==> src/design/qclc_pkg.sv <==
// Package: shared types, codes and conversion functions for the chunk layout converter.
package qclc_pkg;

   localparam int CmdWidth   = 2;
   localparam int RowWidth   = 14;
   localparam int ColWidth   = 10;
   localparam int PlaneWidth = 3;
   localparam int DataWidth  = 32;
   localparam int CsrIdxWidth  = 3;
   localparam int CsrDataWidth = 16;

   localparam logic [CmdWidth-1:0] CMD_SIGN  = 2'd0;
   localparam logic [CmdWidth-1:0] CMD_SCALE = 2'd1;
   localparam logic [CmdWidth-1:0] CMD_BIAS  = 2'd2;

   localparam logic [CsrIdxWidth-1:0] REG_ROW_COUNT         = 3'd0;
   localparam logic [CsrIdxWidth-1:0] REG_GROUP_COUNT       = 3'd1;
   localparam logic [CsrIdxWidth-1:0] REG_TILE_COUNT        = 3'd2;
   localparam logic [CsrIdxWidth-1:0] REG_SIGN_PLANE_COUNT  = 3'd3;
   localparam logic [CsrIdxWidth-1:0] REG_SCALE_PLANE_COUNT = 3'd4;
   localparam logic [CsrIdxWidth-1:0] REG_SCALE_IS_HALF     = 3'd5;
   localparam logic [CsrIdxWidth-1:0] REG_BIAS_IS_HALF      = 3'd6;

   localparam logic [30:0] F32_HALF_OVF  = 31'h47800000;
   localparam logic [30:0] F32_HALF_MIN  = 31'h38800000;
   localparam logic [30:0] F32_EXP_REBIAS = 31'h38000000;
   localparam logic [30:0] F32_INF       = 31'h7f800000;
   localparam logic [30:0] F32_RND_BIAS  = 31'h00000fff;
   localparam logic [14:0] F16_INF       = 15'h7c00;

   typedef struct packed {
      logic [CmdWidth-1:0]   command;
      logic [RowWidth-1:0]   row_index;
      logic [ColWidth-1:0]   column_index;
      logic [PlaneWidth-1:0] plane_index;
      logic [DataWidth-1:0]  raw_data;
   } req_type;

   typedef struct packed {
      logic [31:0] byte_offset;
      logic [31:0] out_data;
      logic        is_word;
   } rsp_type;

   typedef struct packed {
      logic [14:0] row_count;
      logic [10:0] group_count;
      logic [10:0] tile_count;
      logic [3:0]  sign_plane_count;
      logic [3:0]  scale_plane_count;
      logic        scale_is_half;
      logic        bias_is_half;
   } cfg_type;

   typedef struct packed {
      logic s1;
      logic s2;
      logic s3;
   } stage_en_type;

   function automatic logic [31:0] reverse_byte_bits(input logic [31:0] w);
      logic [31:0] r;
      r = '0;
      for (int k = 0; k < 32; k++) begin
         r[k] = w[(k / 8) * 8 + (7 - (k % 8))];
      end
      return r;
   endfunction

   function automatic logic [15:0] single_to_half(input logic [31:0] u);
      logic        sign;
      logic [30:0] x;
      logic [7:0]  e;
      logic [23:0] m;
      logic [7:0]  s;
      logic [23:0] q;
      logic [23:0] rem;
      logic [23:0] half;
      logic [30:0] t;
      logic [15:0] r;
      sign = u[31];
      x    = u[30:0];
      e    = x[30:23];
      m    = {1'b1, x[22:0]};
      s    = 8'd126 - e;
      q    = m >> s[4:0];
      rem  = m & ((24'd1 << s[4:0]) - 24'd1);
      half = 24'd1 << (s[4:0] - 5'd1);
      t    = x - F32_EXP_REBIAS + F32_RND_BIAS + {30'd0, x[13]};
      if (x > F32_INF) begin
         r = {sign, 5'h1f, 1'b1, u[21:13]};
      end else if (x >= F32_HALF_OVF) begin
         r = {sign, F16_INF};
      end else if (x < F32_HALF_MIN) begin
         if (e == 8'd0 || s > 8'd24) begin
            r = {sign, 15'd0};
         end else begin
            if (rem > half || (rem == half && q[0])) begin
               q = q + 24'd1;
            end
            r = {sign, q[14:0]};
         end
      end else begin
         r = {sign, t[27:13]};
      end
      return r;
   endfunction

endpackage

==> src/design/qclc_offset.sv <==
// Byte offset pipeline: index products, plane products, final sum.
module qclc_offset
   import qclc_pkg::*;
(
   input  logic                  clock,
   input  stage_en_type          en,
   input  cfg_type               cfg,
   input  req_type               req,
   output logic [31:0]           byte_offset
);

   logic [CmdWidth-1:0]   cmd1_ff, cmd1_in, cmd2_ff, cmd2_in;
   logic [RowWidth-1:0]   row1_ff, row1_in;
   logic [PlaneWidth-1:0] plane1_ff, plane1_in;
   logic [24:0]           cn1_ff, cn1_in;
   logic [25:0]           tn1_ff, tn1_in;
   logic [25:0]           gn1_ff, gn1_in;
   logic [31:0]           idx2_ff, idx2_in;
   logic [31:0]           ta2_ff, ta2_in;
   logic [31:0]           tb2_ff, tb2_in;
   logic [31:0]           off3_ff, off3_in;
   logic [27:0]           qw;
   logic [26:0]           alpha;
   logic [25:0]           lin;
   logic [3:0]            mult_a;
   logic [3:0]            mult_b;

   always_comb begin
      cmd1_in   = req.command;
      row1_in   = req.row_index;
      plane1_in = req.plane_index;
      cn1_in    = {15'd0, req.column_index} * {10'd0, cfg.row_count};
      tn1_in    = {15'd0, cfg.tile_count} * {11'd0, cfg.row_count};
      gn1_in    = {15'd0, cfg.group_count} * {11'd0, cfg.row_count};
   end

   always_comb begin
      qw     = {tn1_ff, 2'b00};
      alpha  = {gn1_ff, 1'b0};
      lin    = {1'b0, cn1_ff} + {12'd0, row1_ff};
      mult_a = (cmd1_ff == CMD_SIGN) ? {1'b0, plane1_ff} : cfg.sign_plane_count;
      mult_b = (cmd1_ff == CMD_SCALE) ? {1'b0, plane1_ff} : cfg.scale_plane_count;
      cmd2_in = cmd1_ff;
      ta2_in  = 32'({4'd0, qw} * {28'd0, mult_a});
      tb2_in  = 32'd0;
      idx2_in = 32'd0;
      case (cmd1_ff) inside
         CMD_SIGN: begin
            idx2_in = {4'd0, lin, 2'b00};
         end
         CMD_SCALE, CMD_BIAS: begin
            tb2_in  = 32'({5'd0, alpha} * {28'd0, mult_b});
            idx2_in = {5'd0, lin, 1'b0};
         end
         default: begin
            ta2_in = 32'd0;
         end
      endcase
   end

   always_comb begin
      off3_in = ta2_ff + tb2_ff + idx2_ff;
      if (cmd2_ff != CMD_SIGN && cmd2_ff != CMD_SCALE && cmd2_ff != CMD_BIAS) begin
         off3_in = 32'd0;
      end
   end

   always_ff @(posedge clock) begin
      if (en.s1) begin
         cmd1_ff   <= cmd1_in;
         row1_ff   <= row1_in;
         plane1_ff <= plane1_in;
         cn1_ff    <= cn1_in;
         tn1_ff    <= tn1_in;
         gn1_ff    <= gn1_in;
      end
      if (en.s2) begin
         cmd2_ff <= cmd2_in;
         ta2_ff  <= ta2_in;
         tb2_ff  <= tb2_in;
         idx2_ff <= idx2_in;
      end
      if (en.s3) begin
         off3_ff <= off3_in;
      end
   end

   assign byte_offset = off3_ff;

endmodule

==> src/design/qclc_data.sv <==
// Data pipeline: sign byte reversal, half pass-through or single-to-half rounding.
module qclc_data
   import qclc_pkg::*;
(
   input  logic         clock,
   input  stage_en_type en,
   input  cfg_type      cfg,
   input  req_type      req,
   output logic [31:0]  out_data,
   output logic         is_word
);

   logic [31:0] data1_ff, data1_in, data2_ff, data3_ff;
   logic        word1_ff, word1_in, word2_ff, word3_ff;
   logic [15:0] conv;

   always_comb begin
      conv     = single_to_half(req.raw_data);
      data1_in = 32'd0;
      word1_in = 1'b0;
      case (req.command)
         CMD_SIGN: begin
            data1_in = reverse_byte_bits(req.raw_data);
            word1_in = 1'b1;
         end
         CMD_SCALE: begin
            data1_in = {16'd0, cfg.scale_is_half ? req.raw_data[15:0] : conv};
         end
         CMD_BIAS: begin
            data1_in = {16'd0, cfg.bias_is_half ? req.raw_data[15:0] : conv};
         end
         default: begin
            data1_in = 32'd0;
         end
      endcase
   end

   always_ff @(posedge clock) begin
      if (en.s1) begin
         data1_ff <= data1_in;
         word1_ff <= word1_in;
      end
      if (en.s2) begin
         data2_ff <= data1_ff;
         word2_ff <= word1_ff;
      end
      if (en.s3) begin
         data3_ff <= data2_ff;
         word3_ff <= word2_ff;
      end
   end

   assign out_data = data3_ff;
   assign is_word  = word3_ff;

endmodule

==> src/design/quant_chunk_layout_converter_core.sv <==
// Top level: config registers, stage valids and handshakes of the layout converter.
//
//  channel  direction  ports                          transaction
//  req      in         req_valid/ready, req_data      one stored element
//  rsp      out        rsp_valid/ready, rsp_data      converted element and offset
//  csr      in         csr_valid/ready, csr_index/wdata  register write
//
// Three register stages; one transaction per cycle sustained while rsp_ready is high.
// Stage 1 holds the index multiplies and the float conversion, stage 2 the plane
// multiplies, stage 3 the offset sum and the output register.
// Each stage loads when it is empty or the next stage moves; a stalled rsp holds.
// Reset clears the stage valids and loads all counts to 1 and both half flags.
module quant_chunk_layout_converter_core
   import qclc_pkg::*;
(
   input  logic                     clock,
   input  logic                     reset,
   input  logic                     req_valid,
   output logic                     req_ready,
   input  req_type                  req_data,
   output logic                     rsp_valid,
   input  logic                     rsp_ready,
   output rsp_type                  rsp_data,
   input  logic                     csr_valid,
   output logic                     csr_ready,
   input  logic [CsrIdxWidth-1:0]   csr_index,
   input  logic [CsrDataWidth-1:0]  csr_wdata
);

   cfg_type      cfg_ff, cfg_in;
   logic         v1_ff, v1_in, v2_ff, v2_in, v3_ff, v3_in;
   logic         rdy1, rdy2, rdy3;
   stage_en_type en;

   assign csr_ready = 1'b1;

   always_comb begin
      cfg_in = cfg_ff;
      if (csr_valid) begin
         unique case (csr_index)
            REG_ROW_COUNT:         cfg_in.row_count         = csr_wdata[14:0];
            REG_GROUP_COUNT:       cfg_in.group_count       = csr_wdata[10:0];
            REG_TILE_COUNT:        cfg_in.tile_count        = csr_wdata[10:0];
            REG_SIGN_PLANE_COUNT:  cfg_in.sign_plane_count  = csr_wdata[3:0];
            REG_SCALE_PLANE_COUNT: cfg_in.scale_plane_count = csr_wdata[3:0];
            REG_SCALE_IS_HALF:     cfg_in.scale_is_half     = csr_wdata[0];
            REG_BIAS_IS_HALF:      cfg_in.bias_is_half      = csr_wdata[0];
            default:               cfg_in = cfg_ff;
         endcase
      end
   end

   always_comb begin
      rdy3 = !v3_ff || rsp_ready;
      rdy2 = !v2_ff || rdy3;
      rdy1 = !v1_ff || rdy2;
      en.s1 = rdy1 && req_valid;
      en.s2 = rdy2 && v1_ff;
      en.s3 = rdy3 && v2_ff;
      v1_in = rdy1 ? req_valid : v1_ff;
      v2_in = rdy2 ? v1_ff : v2_ff;
      v3_in = rdy3 ? v2_ff : v3_ff;
   end

   always_ff @(posedge clock) begin
      if (reset) begin
         v1_ff  <= 1'b0;
         v2_ff  <= 1'b0;
         v3_ff  <= 1'b0;
         cfg_ff <= '{row_count: 15'd1, group_count: 11'd1, tile_count: 11'd1,
                     sign_plane_count: 4'd1, scale_plane_count: 4'd1,
                     scale_is_half: 1'b1, bias_is_half: 1'b1};
      end else begin
         v1_ff  <= v1_in;
         v2_ff  <= v2_in;
         v3_ff  <= v3_in;
         cfg_ff <= cfg_in;
      end
   end

   assign req_ready = rdy1;
   assign rsp_valid = v3_ff;

   qclc_offset u_offset (
      .clock       (clock),
      .en          (en),
      .cfg         (cfg_ff),
      .req         (req_data),
      .byte_offset (rsp_data.byte_offset)
   );

   qclc_data u_data (
      .clock    (clock),
      .en       (en),
      .cfg      (cfg_ff),
      .req      (req_data),
      .out_data (rsp_data.out_data),
      .is_word  (rsp_data.is_word)
   );

endmodule
==> config.mk <==
export PLATFORM = sky130hd
export DESIGN_NAME = quant_chunk_layout_converter_core
export DESIGN_NICKNAME = d
export VERILOG_FILES = /design/src/design/qclc_pkg.sv /design/src/design/qclc_offset.sv /design/src/design/qclc_data.sv /design/src/design/quant_chunk_layout_converter_core.sv
export SDC_FILE = /design/constraint.sdc
export NUM_CORES = 2
export LEC_CHECK = 0
export BUFFER_PORTS_ARGS = -buffer_cell sky130_fd_sc_hd__buf_2
export CORE_ASPECT_RATIO = 1.5
export CORE_MARGIN = 3
export CORE_UTILIZATION = 45
export DETAILED_ROUTE_END_ITERATION = 6
export PLACE_DENSITY = 0.61
export SYNTH_ARGS = -nofsm -noshare
export SYNTH_HDL_FRONTEND = slang
export SYNTH_HIERARCHICAL = 1
export SYNTH_SLANG_ARGS = --single-unit
export TNS_END_PERCENT = 50
==> constraint.sdc <==
create_clock -name clock -period 9.5 [get_ports clock]
set_input_delay 0.475 -clock clock [delete_from_list [all_inputs] [get_ports clock]]
set_output_delay 0.475 -clock clock [all_outputs]
set_load 0.02 [all_outputs]
==> out/results.ini <==
[power_and_ir_drop]
power.total_uw = 4764
power_switching_uw = 1516
cellPowerDensity_nw_per_um2 = 108.8
p_leak_uw = 0.02022
p_int_uw = 3247
share_comb_of_total_power_pct = 25.9
switching_share_pct = 31.83
worst_ir_drop_vdd_mv = 0.1239
pwr-share-seq_pct = 40.7
power.share.clock_pct = 33.4

[worst_setup_path]
critical_path.reg2reg.startpoint = cfg_ff[37]
startpoint = req_data[23]
cp_data_arrival_time_ns = 7.36
critical-path-max-stage-delay_ns = 0.88
crit_top_cell = ha_1
worst_r2r_path_depth = 20
path_max_fanout = 35
critical_path.top_delay_family = simple AND/OR/NAND/NOR gates
path_cells = buf_2 > ha_1 > nand3_1 > o2111ai_1 > nand2_1 > nand3_1 > ha_1 > o21ai_1 > a221oi_1 > nor3b_1 > o21ai_0 > a21boi_0 > ha_1 > nand2_1 > o21ai_0 > a2111oi_0 > a21oi_1 > nor3_1 > nor3_4 > and4b_1 > or3_1
worstSetupEndpointType = flip-flop
timing.setup.critical_path_class = primary input to flip-flop
crit_path_start_kind = primary input
critPathBufInv = 1
crit_required_ns = 9.82
cp_num_cells = 21
slowest_stage = nor3_1

[place]
port-buffer-count = 149
detailed_place_hpwl_um = 80400
gpl.final_weighted_congestion = 0.9447
post-place-cells = 5342

[floorplan]
die-area_um2 = 94230
effective_utilization_at_floorplan_pct = 45.58
io_pins = 153
core-area_um2 = 89360
die_outline_width_um = 251.6
placementRows = 134
fp.dieH_um = 374.5

[final_layout]
nFillCells = 8366
number_of_cells_in_the_finished_layout_apart_from_fillers = 5420
final_core_util_pct = 48.98
multi_input_comb_area_um2 = 27490
layout_net_count = 5112
post_route_cells_drive_above_1_share_pct = 7.631
ff_latch_area_um2 = 10460
synthToLayoutAreaGrowth_pct = 7.474
layout_commonest_cell = inv_1
final_cell_mix = inv_1, nand2_1, fa_1, ha_1, edfxtp_1

[logic_synthesis]
synthesized_instance_count = 4190
synth.distinct_cells = 102
async_set_or_reset_register_ratio_after_synthesis_pct = 0
top_reg_cell_synth = edfxtp_1
flip_flop_and_latch_count_after_synthesis = 365
post_synthesis_sequential_area_ratio_pct = 25.68
synth-warning-count = 6
average_cell_area_after_synthesis_um2 = 9.721
post_synth_instance_area_um2 = 40730
mappedNetlistNets = 5073
synth_edf_count = 315

[timing]
final_min_period_over_clock_period_pct = 74.11
post-route-min-period_ns = 7.040
finalMaxSlewViolations = 0
remaining_max_slew_budget_at_the_tightest_pin_pct = 23.70
grt_setup_unrepaired = no
report.final.hold_viol_count = 0
tightest_slew_ns = 1.140
fin_skew_ns = 0.02618
setup_tns_ns = 0
timing.fmax_mhz = 142.0
setup_viol = 0

[cts]
clkTransAtPathRegs_ns = 0.06
cts.hold.buffers_added = 0
tritoncts = built
clk_latency_ns = 0.59
cts_resized = 0
post-cts-setup-buffers = 0
cts_htree_levels = 2
clock_tree.root_cell = clkbuf_16
clock_sink_count = 365
cts_inserted_buffers = 41
cts_max_path_buffers = 3

[route]
avgRoutedWirePerCell_um = 19.03
drt_pre_antenna_iters = 6
vias = 29542
detail_route.iter0.violations = 2032
routed_wirelength_um = 103200
drcViolationCount = 0
drt-vias-per-instance = 5.451
drtAntennaViolNets = 0

[run]
max_cap_violations = 0

[worst_hold_path]
worst_hold_startpoint = req_data[54]
min_path_type = primary input to flip-flop
timing.hold.worst_path_depth = 1

[grt]
grt_util_all_layers_pct = 22.15
grt_antenna_before_repair = 3
grt_pass1_vias = 30717
pin_count_of_the_biggest_net_entering_global_routing = 74
grt_pass1_wl_um = 166400
overflow = 0

[outcome]
result_of_the_run = finished clean

-- state kept, by name (all words and copies together) (netlist names), 2 cells and up --
| name | cells |
|---|---|
| cfg_ff | 47 |
| u_data/data1_ff | 32 |
| u_data/data2_ff | 32 |
| u_data/out_data | 32 |
| u_offset/byte_offset | 31 |
| u_offset/ta2_ff | 30 |
| u_offset/tb2_ff | 30 |
| u_offset/idx2_ff | 27 |
| u_offset/gn1_ff | 26 |
| u_offset/tn1_ff | 26 |
| u_offset/cn1_ff | 25 |
| u_offset/row1_ff | 14 |
| u_offset/plane1_ff | 3 |
| u_offset/cmd1_ff | 2 |
| u_offset/cmd2_ff | 2 |
-- cells in the mapped netlist (33+ instances only) --
master / n / share of area [%]
mux2i_1: 63 / 1.5
nand2b_1: 85 / 1.3
nand2_1: 530 / 4.9
xnor2_1: 107 / 2.3
and2_1: 299 / 4.6
nor2b_1: 97 / 1.5
nand4_1: 33 / 0.51
xor2_1: 70 / 1.5
dfxtp_1: 50 / 2.5
nand3_1: 54 / 0.66
a21o_1: 70 / 1.3
nor2_1: 190 / 1.8
clkbuf_1: 157 / 1.4
a21oi_1: 153 / 1.9
ha_1: 340 / 10
nor3_1: 46 / 0.57
edfxtp_1: 315 / 23
fa_1: 458 / 23
inv_1: 541 / 5.0
o21ai_0: 96 / 1.2
-- power by group through the flow --
stage	Combinational (µW)	Sequential, µW	Clock [µW]
after global routing	1380	1950	1700
after CTS	1240	1940	1640
final	1240	1940	1590
after detailed placement	1230	1970	0
after floorplan	889	1960	0
after global placement	1210	1970	0
-- final timing paths --
kind | slack, ns | end
setup / recovery | 2.46 | u_data/data1_ff[12]
hold / removal | 0.07 | u_offset/row1_ff[9]
setup reg to reg | 2.83 | u_offset/gn1_ff[24]
hold reg to reg | 0.42 | u_data/out_data[10]
-- final cells by class --
cell class                 count  area share [%]
clock buffer                  49           2.435
multi-input combinational   3098           62.81
antenna                        5         0.02858
clock inverter                24          0.6288
sequential                   365           23.90
timing repair buffer         181           2.252
tap                         1156           3.304
inverter                     542           4.648
-- cells by family (layout without fill, tap and decap cells) --
| logic type | Yosys count | in the layout | share of synthesized area [%] |
|---|---|---|---|
| AND/OR/NAND/NOR | 1439 | 1439 | 17.73 |
| flip-flops | 365 | 365 | 25.68 |
| adder cells (fa/ha/maj) | 798 | 798 | 32.96 |
| buffers and inverters | 727 | 796 | 6.860 |
| other | 2 | 7 | 0.01844 |
| AO/OA/AOI/OAI | 579 | 579 | 9.720 |
| multiplexers | 100 | 100 | 3.078 |
| XOR/XNOR | 180 | 180 | 3.954 |
-- layer usage --
metal | GRT usage, % | routed length, µm | up-vias
li1 | - | - | 13985
met1 | 26.23 | 41010 | 14549
met2 | 40.54 | 52830 | 784
met3 | 2.343 | 4468 | 224
met4 | 9.431 | 4858 | 0
met5 | 0 | 0 | -
-- through the flow --
stage	hold slack (ns)	setup slack (ns)	cell area, µm²
finish	0.06925	2.460	43770
global route	0.03925	2.067	43770
CTS	0.02895	2.621	43760
detailed placement	0.4045	2.021	42420
global placement	0.4004	2.079	42420
floorplan	0.4003	3.703	40730
Power figures use the tool's default switching activity.
